File: config.mk
export PLATFORM = sky130hd
export DESIGN_NAME = gkg_ctrl
export DESIGN_NICKNAME = d
export VERILOG_FILES = /design/src/hw/rtl/gkg_pkg.sv /design/src/hw/rtl/gkg_ctrl.sv
export SDC_FILE = /design/constraint.sdc
export NUM_CORES = 1
export LEC_CHECK = 0
export ABC_CLOCK_PERIOD_IN_PS = 1600
export BUFFER_PORTS_ARGS = -buffer_cell sky130_fd_sc_hd__buf_2
export CAP_MARGIN = 5
export CORE_ASPECT_RATIO = 1.75
export CORE_MARGIN = 10
export CORE_UTILIZATION = 28
export DETAILED_ROUTE_END_ITERATION = 6
export GPL_TIMING_DRIVEN = 0
export PLACE_DENSITY = 0.47
export SYNTH_ARGS = -nofsm -noshare
export SYNTH_HDL_FRONTEND = slang
export SYNTH_SLANG_ARGS = --single-unit
File: constraint.sdc
create_clock -name aclk -period 1.6 [get_ports aclk]
set_clock_uncertainty 0.2 [all_clocks]
set_input_delay 0.32 -clock aclk [delete_from_list [all_inputs] [get_ports aclk]]
set_output_delay 0.32 -clock aclk [all_outputs]
set_load 0.01 [all_outputs]
File: src/hw/rtl/gkg_pkg.sv
// Package for the 3D Gaussian kernel generator.
// Holds shared widths, constants, controller states, commands and status.
// No dependencies.
`default_nettype none

package gkg_pkg;

    // default parameter values
    localparam int MAX_EXTENT_DEF      = 16;
    localparam int VALUE_FRAC_BITS_DEF = 16;

    // fixed field widths
    localparam int SIZE_W   = 5;
    localparam int COEF_W   = 20;
    localparam int POS_W    = 4;
    localparam int OUTC_W   = 25;
    localparam int TOTAL_W  = 29;
    localparam int STAT_W   = 2;
    localparam int CFG_IDX_W = 3;
    localparam int CFG_DATA_W = 20;

    // configuration register indexes
    localparam logic [CFG_IDX_W-1:0] CFG_SIZE_X = 3'd0;
    localparam logic [CFG_IDX_W-1:0] CFG_SIZE_Y = 3'd1;
    localparam logic [CFG_IDX_W-1:0] CFG_SIZE_Z = 3'd2;
    localparam logic [CFG_IDX_W-1:0] CFG_COEF_X = 3'd3;
    localparam logic [CFG_IDX_W-1:0] CFG_COEF_Y = 3'd4;
    localparam logic [CFG_IDX_W-1:0] CFG_COEF_Z = 3'd5;

    // reset values of the registers
    localparam logic [SIZE_W-1:0] SIZE_RST = 5'd5;
    localparam logic [COEF_W-1:0] COEF_RST = 20'd32768;

    // result status codes
    localparam logic [STAT_W-1:0] ST_OK        = 2'd0;
    localparam logic [STAT_W-1:0] ST_RANGE     = 2'd1;
    localparam logic [STAT_W-1:0] ST_NOT_BUILT = 2'd2;

    // fixed point of the exponential
    localparam int Q_W       = 31;             // Q1.30 value width
    localparam int PROD_W    = 62;
    localparam int ARG_FRAC  = 18;
    localparam int ARG_INT_W = 4;              // a < 16 once not saturated
    localparam int SER_TERMS = 30;
    localparam int K_W       = 5;
    localparam int SUM_W     = 33;
    localparam logic [Q_W-1:0]    Q30_ONE  = 31'h4000_0000;
    localparam logic [PROD_W-1:0] Q30_HALF = 62'h2000_0000;
    localparam logic [TOTAL_W-1:0] TOTAL_MAX = '1;

    // controller states
    typedef enum logic [4:0] {
        S_IDLE,
        S_DISPATCH,
        S_BLD_INIT,
        S_SER_INIT,
        S_SER_MUL,
        S_SER_DIV_LD,
        S_SER_DIV_WAIT,
        S_SER_END,
        S_ARG_MX,
        S_ARG_MY,
        S_ARG_MZ,
        S_ARG_FIN,
        S_ARG_CHK,
        S_POW_MUL,
        S_POW_UPD,
        S_VOX_STORE,
        S_RD_ISSUE,
        S_RD_LOAD,
        S_RD_WAIT,
        S_RESULT
    } state_t;

    // datapath commands
    typedef enum logic [4:0] {
        CMD_NONE,
        CMD_ITEM_LOAD,
        CMD_BLD_INIT,
        CMD_SER_INIT_ONE,
        CMD_SER_INIT_ARG,
        CMD_SER_MUL,
        CMD_DIV_LD_SER,
        CMD_SER_UPD,
        CMD_EINV_SAVE,
        CMD_R_FROM_SUM,
        CMD_ARG_MX,
        CMD_ARG_MY,
        CMD_ARG_MZ,
        CMD_ARG_FIN,
        CMD_R_ZERO,
        CMD_POW_MUL,
        CMD_POW_UPD,
        CMD_VOX_STORE,
        CMD_RD_ISSUE,
        CMD_RD_LOAD,
        CMD_OUT_LOAD
    } cmd_t;

    // datapath status back to the controller
    typedef struct packed {
        logic item_func;
        logic built;
        logic in_range;
        logic div_done;
        logic k_last;
        logic n_zero;
        logic n_one;
        logic arg_big;
        logic last_voxel;
        logic out_free;
    } dp_status_t;

endpackage

`default_nettype wire

File: src/hw/rtl/gkg_ctrl.sv
// Controller state machine of the 3D Gaussian kernel generator.
// Sequences builds and reads over gkg_dp; uses gkg_pkg.
`default_nettype none

module gkg_ctrl (
    input  wire logic               aclk,
    input  wire logic               aresetn,
    input  wire logic               s_valid,
    output logic                    s_ready,
    input  wire gkg_pkg::dp_status_t st,
    output gkg_pkg::cmd_t           cmd
);

    gkg_pkg::state_t state_reg, state_next;
    logic            einv_reg, einv_next;   // series is forming exp(-1)

    // state register
    always_ff @(posedge aclk) begin
        if (!aresetn) begin
            state_reg <= gkg_pkg::S_IDLE;
            einv_reg  <= 1'b0;
        end else begin
            state_reg <= state_next;
            einv_reg  <= einv_next;
        end
    end

    // next state and commands
    always_comb begin
        state_next = state_reg;
        einv_next  = einv_reg;
        cmd        = gkg_pkg::CMD_NONE;
        s_ready    = 1'b0;
        case (state_reg)
            gkg_pkg::S_IDLE: begin
                s_ready = 1'b1;
                if (s_valid) begin
                    cmd        = gkg_pkg::CMD_ITEM_LOAD;
                    state_next = gkg_pkg::S_DISPATCH;
                end
            end
            gkg_pkg::S_DISPATCH: begin
                if (!st.item_func) begin
                    state_next = gkg_pkg::S_BLD_INIT;
                end else if (!st.built || !st.in_range) begin
                    state_next = gkg_pkg::S_RESULT;
                end else begin
                    state_next = gkg_pkg::S_RD_ISSUE;
                end
            end
            gkg_pkg::S_BLD_INIT: begin
                cmd        = gkg_pkg::CMD_BLD_INIT;
                einv_next  = 1'b1;
                state_next = gkg_pkg::S_SER_INIT;
            end
            gkg_pkg::S_SER_INIT: begin
                cmd        = einv_reg ? gkg_pkg::CMD_SER_INIT_ONE : gkg_pkg::CMD_SER_INIT_ARG;
                state_next = gkg_pkg::S_SER_MUL;
            end
            gkg_pkg::S_SER_MUL: begin
                cmd        = gkg_pkg::CMD_SER_MUL;
                state_next = gkg_pkg::S_SER_DIV_LD;
            end
            gkg_pkg::S_SER_DIV_LD: begin
                cmd        = gkg_pkg::CMD_DIV_LD_SER;
                state_next = gkg_pkg::S_SER_DIV_WAIT;
            end
            gkg_pkg::S_SER_DIV_WAIT: begin
                if (st.div_done) begin
                    cmd        = gkg_pkg::CMD_SER_UPD;
                    state_next = st.k_last ? gkg_pkg::S_SER_END : gkg_pkg::S_SER_MUL;
                end
            end
            gkg_pkg::S_SER_END: begin
                if (einv_reg) begin
                    cmd        = gkg_pkg::CMD_EINV_SAVE;
                    einv_next  = 1'b0;
                    state_next = gkg_pkg::S_ARG_MX;
                end else begin
                    cmd        = gkg_pkg::CMD_R_FROM_SUM;
                    state_next = st.n_zero ? gkg_pkg::S_VOX_STORE : gkg_pkg::S_POW_MUL;
                end
            end
            gkg_pkg::S_ARG_MX: begin
                cmd        = gkg_pkg::CMD_ARG_MX;
                state_next = gkg_pkg::S_ARG_MY;
            end
            gkg_pkg::S_ARG_MY: begin
                cmd        = gkg_pkg::CMD_ARG_MY;
                state_next = gkg_pkg::S_ARG_MZ;
            end
            gkg_pkg::S_ARG_MZ: begin
                cmd        = gkg_pkg::CMD_ARG_MZ;
                state_next = gkg_pkg::S_ARG_FIN;
            end
            gkg_pkg::S_ARG_FIN: begin
                cmd        = gkg_pkg::CMD_ARG_FIN;
                state_next = gkg_pkg::S_ARG_CHK;
            end
            gkg_pkg::S_ARG_CHK: begin
                if (st.arg_big) begin
                    cmd        = gkg_pkg::CMD_R_ZERO;
                    state_next = gkg_pkg::S_VOX_STORE;
                end else begin
                    state_next = gkg_pkg::S_SER_INIT;
                end
            end
            gkg_pkg::S_POW_MUL: begin
                cmd        = gkg_pkg::CMD_POW_MUL;
                state_next = gkg_pkg::S_POW_UPD;
            end
            gkg_pkg::S_POW_UPD: begin
                cmd        = gkg_pkg::CMD_POW_UPD;
                state_next = st.n_one ? gkg_pkg::S_VOX_STORE : gkg_pkg::S_POW_MUL;
            end
            gkg_pkg::S_VOX_STORE: begin
                cmd        = gkg_pkg::CMD_VOX_STORE;
                state_next = st.last_voxel ? gkg_pkg::S_RESULT : gkg_pkg::S_ARG_MX;
            end
            gkg_pkg::S_RD_ISSUE: begin
                cmd        = gkg_pkg::CMD_RD_ISSUE;
                state_next = gkg_pkg::S_RD_LOAD;
            end
            gkg_pkg::S_RD_LOAD: begin
                cmd        = gkg_pkg::CMD_RD_LOAD;
                state_next = gkg_pkg::S_RD_WAIT;
            end
            gkg_pkg::S_RD_WAIT: begin
                if (st.div_done) begin
                    state_next = gkg_pkg::S_RESULT;
                end
            end
            gkg_pkg::S_RESULT: begin
                if (st.out_free) begin
                    cmd        = gkg_pkg::CMD_OUT_LOAD;
                    state_next = gkg_pkg::S_IDLE;
                end
            end
            default: begin
                state_next = gkg_pkg::S_IDLE;
            end
        endcase
    end

endmodule

`default_nettype wire

**After elaboration in Yosys (flattened, before gate mapping)**

Cells that the tools add are included.

- Register bits: 6
- Logic and storage cells: 53

- Eq/ne operators: 23
- Mux-type cells: 22
- Reductions and logical operators: 6

Operators with widths:

| kind | number |
|---|---|
| case mux 5 bit (20 select lines) | 1 |
| case mux 5 bit (18 select lines) | 1 |
| == test 5 x 4 -> 1 bit, second input constant | 8 |
| two-way mux 5 bit | 7 |
| == test 5 x 3 -> 1 bit, second input constant | 4 |
| == test 5 bit, second input constant | 4 |
| == test 5 x 2 -> 1 bit, second input constant | 2 |
| two-way mux 3 bit | 3 |
| two-way mux 2 bit | 4 |
| two-way mux 4 bit | 2 |
| inequality test 2 bit, second input constant | 4 |
| == test 5 x 1 -> 1 bit, second input constant | 1 |
| zero test 5 bit | 1 |
| AND reduction 4 bit | 1 |
| two-way mux 1 bit | 3 |
| zero test 1 bit | 2 |
| case mux 1 bit (2 select lines) | 1 |
| nonzero test 2 bit | 1 |
| logical OR 1 bit | 1 |

**Logic depth before layout (Yosys ltp)**

- Depth after elaboration: 5
- Gate-level depth with buffers: 6
- Mapped depth without buffers: 4

**Least setup slack after synthesis**

No wires, ideal clock.

- Path type: register to output
- From: register state_reg[0]
- To: output port cmd[1]
- Arrival: 1,297 ps
- Slack: -217 ps
- Stages on the path, launching flop included: 6
- Path through: dfxtp_1 buf_6 or3b_1 a21oi_1 a21oi_1 o221ai_1

- Word-level cells in the longest chain between the ends: 2
- Elaborated cells on any way between the ends: 19
- Those cells by class: eq/ne: 17; mux: 1; reduce/logical: 1

Ends and longest elaborated chain:

| item | RTL line | RTL |
|---|---|---|
| from (decl) | gkg_ctrl.sv:14 | `gkg_pkg::state_t state_reg, state_next;` |
| from (signal assigned) | gkg_ctrl.sv:20 | `state_reg <= gkg_pkg::S_IDLE;` |
| from (signal assigned) | gkg_ctrl.sv:23 | `state_reg <= state_next;` |
| == test 5 bit (tied with other cells) | gkg_ctrl.sv:34 | `case (state_reg)` |
| case mux 5 bit (18 select lines) * | gkg_ctrl.sv:34 |  |
| to (decl) | gkg_ctrl.sv:11 | `output gkg_pkg::cmd_t cmd` |

Mark *: on every way between the ends. The rest lies on a longest branch, timed or not.

**Worst setup path after layout**

- From: register state_reg[1]
- To: output port cmd[1]

The elaborated chain is that of the path after synthesis.

==> flow_metrics.py <==
metrics = {
    "detailed_routing": {
        "route.detailed.drc": 0,
        "wirelength_microns": 3540,
        "postRouteAntennaNets": 0,
        "drt_first_pass_iters": 4,
        "drtIter0Drc": 43,
        "vias_per_cell": 5.61,
        "wire_per_inst_microns": 17.7,
        "vias": 1121,
    },
    "placed_design": {
        "dp_hpwl_microns": 2450,
        "numPortBuffers": 18,
        "dp.cells": 178,
        "dpl_cell_area_sq_um": 1060,
        "place_congestion": 0.869,
    },
    "global_route": {
        "grt_pass1_vias": 1207,
        "grtUsageTotal_pct": 11.6,
        "overflow": 0,
        "grt_max_degree": 11,
        "grt_antenna_before_repair": 0,
        "grt_first_pass_wirelength_microns": 5700,
    },
    "clock_tree": {
        "cts_buffers": 3,
        "clock-sinks": 6,
        "insertion_delay_ns": 0.22,
        "htreeDepth": 1,
        "cts_root_buf": "clkbuf_8",
        "clk_pin_slew_ns": 0.04,
        "clk_path_buf_depth": 2,
        "cts_tree": "built",
        "cts-hold-fix-buffers": 0,
    },
    "floorplanning": {
        "dieArea_sq_um": 5880,
        "die_height_microns": 94.2,
        "coreArea_sq_um": 2960,
        "die_x_microns": 62.4,
        "fp-row-count": 26,
        "io_pins": 19,
        "start_util_pct": 29.8,
    },
    "setup_path": {
        "path_cells": "buf_8 > or3b_1 > a21oi_2 > a21oi_1 > o221ai_2 > buf_2",
        "crit_type": "flop to output pin",
        "required_ns": 1.08,
        "max_stage_delay_ns": 0.37,
        "worstPathArrival_ns": 1.61,
        "cpLargestDelayFamily": "compound AO/OA/AOI/OAI gates",
        "worst-path-buf-inv": 2,
        "crit_fanout": 6,
        "end_kind": "output pin",
        "critical_path.startpoint_type": "flop",
        "worst_path_max_delay_cell": "or3b_1",
    },
    "sta": {
        "setup_tns_ns": -2.77,
        "finalHoldViolCount": 0,
        "max-slew-margin-rel_pct": 76.9,
        "slew_violations": 0,
        "report.final.setup_viol": 8,
        "fin_crit_ns": 2.13,
        "fmax_mhz": 469,
        "rsz0062_at_grt": "yes",
        "timing.final.ws_setup_ns": -0.532,
        "tightest_slew_ns": 0.345,
        "holdWs_ns": 0.185,
        "post-route-period-util_pct": 133,
    },
    "pwr": {
        "p_clk_share_pct": 10.0,
        "p_int_mw": 1.33,
        "seq_power_share_pct": 12.4,
        "peakVddDrop_mv": 0.724,
        "p_leak_nw": 0.591,
        "power.density_nw_per_um2": 1590,
        "p_switching_uw": 993,
        "combinationalPowerShare_pct": 77.5,
        "power_switching_share_pct": 42.7,
    },
    "yosys": {
        "syn_inst": 118,
        "yosys.area_share.adder_pct": 0,
        "synthSimpleGateAreaFrac_pct": 32.8,
        "synth-edff-count": 0,
        "synth_top_family_by_area": "compound AO/OA/AOI/OAI gates",
        "synthMuxAreaShare_pct": 1.14,
        "synth_xor_area_share_pct": 1.85,
        "syn-num-nets": 131,
        "synth-async-reset-ratio_pct": 0,
        "yosysWarnings": 0,
        "syn_area_sq_um": 881,
        "seq_area_frac_synth_pct": 13.6,
        "ys_seq_elements": 6,
        "synthDistinctLibCells": 54,
        "avgSynthCellArea_sq_um": 7.46,
        "synth_compound_area_share_pct": 40.9,
        "synth_ff_type": "dfxtp_1",
    },
    "finish": {
        "mostFrequentLayoutCells": "buf_2, buf_6, buf_4",
        "syn_to_final_growth_pct": 66.2,
        "layout_commonest_cell": "buf_2",
        "largest_reg_flops": 5,
        "num_antenna_cells": 0,
        "num-nets-final": 172,
        "final_layout_size_suffix_gt1_share_pct": 53.8,
        "instances_no_fill": 200,
        "final_area_sq_um": 1460,
    },
    "hold_path": {
        "min_path_type": "input port to flop",
    },
    "run_status": {
        "outcome": "finished with violations",
        "failed_checks": "setup timing",
    },
    "flow_run": {
        "maxCapViolations": 0,
    },
}
through the flow:
step	power [mW]	worst slack, ns	utilization [%]
after floorplan	1.10	-0.132	-
after global placement	1.42	-0.424	35.8
after detailed placement	1.41	-0.408	35.8
after CTS	2.11	-0.538	45.6
after global routing	2.48	-0.603	49.5
final	2.32	-0.532	49.5
cell families (layout without fill, tap and decap cells):
family          Yosys count  count (layout)
simple gates             47              47
buf+inv                  15              55
compound gates           48              48
flops                     6               6
xor+xnor                  1               1
mux                       1               1
cell usage after synthesis, types with 2 or more instances:
library cell | n | area, sq um
nand2b_1 | 6 | 37.5
o21ai_1 | 2 | 10.0
o221ai_1 | 2 | 17.5
o21a_1 | 3 | 22.5
a22oi_1 | 2 | 15.0
nand4_1 | 3 | 18.8
a21oi_1 | 7 | 35.0
and2b_1 | 2 | 15.0
o31ai_1 | 2 | 15.0
inv_1 | 4 | 15.0
dfxtp_1 | 6 | 120
nor2b_1 | 4 | 25.0
and2_1 | 2 | 12.5
nor3b_1 | 3 | 22.5
nand2_1 | 4 | 15.0
buf_2 | 8 | 40.0
o21ai_0 | 5 | 25.0
a21boi_1 | 3 | 22.5
buf_6 | 2 | 22.5
and3b_1 | 2 | 17.5
o32ai_1 | 2 | 17.5
nor2_1 | 9 | 33.8
nand3_1 | 4 | 20.0
worst paths after layout:
kind | startpoint | end | slack (ns) | cells after the start
worst max-delay path | state_reg[1]$_SDFFE_PN0P_ | cmd[1] | -0.53 | 6
worst min-delay path | aresetn | state_reg[1]$_SDFFE_PN0P_ | 0.18 | 2
worst max register to register | state_reg[1]$_SDFFE_PN0P_ | state_reg[1]$_SDFFE_PN0P_ | -0.20 | 7
worst min register to register | einv_reg$_SDFFE_PN0P_ | einv_reg$_SDFFE_PN0P_ | 0.34 | 2
routing by layer:
metal	GRT usage (%)	vias to the layer above	routed length (microns)
li1	-	538	-
met1	12.2	541	1390
met2	22.7	36	1940
met3	0.956	6	152
met4	5.06	0	59
met5	0	-	0
final cells by class:
class,count,area [sq um]
flip-flops and latches,6,135
clock buffers,4,45.0
well taps,42,52.6
fillers,299,1500
inverters,4,17.5
repair buffers,36,268
multi-input cells,97,832
plain buffers,11,114
power by group through the flow:
stage	combinational (mW)	sequential (mW)	clock (mW)
floorplan	0.847	0.258	0
global placement	1.14	0.283	0
detailed placement	1.13	0.283	0
CTS	1.58	0.286	0.245
global route	1.93	0.298	0.251
finish	1.80	0.288	0.234
timing repair:
action,4_1_cts,5_1_grt
endpoints found under the setup margin,9,11
buffers inserted,14,4
pin swaps,15,5
gates resized for setup,35,22
worst register-to-register path: stages (launching register included):
cell      delay (ns)
dfxtp_4         0.35
buf_8           0.13
buf_6           0.12
buf_6           0.11
and2b_1         0.16
o311ai_1        0.23
nand4_1         0.14
o31a_1          0.26
No activity file was read; power rests on OpenSTA's default activity.
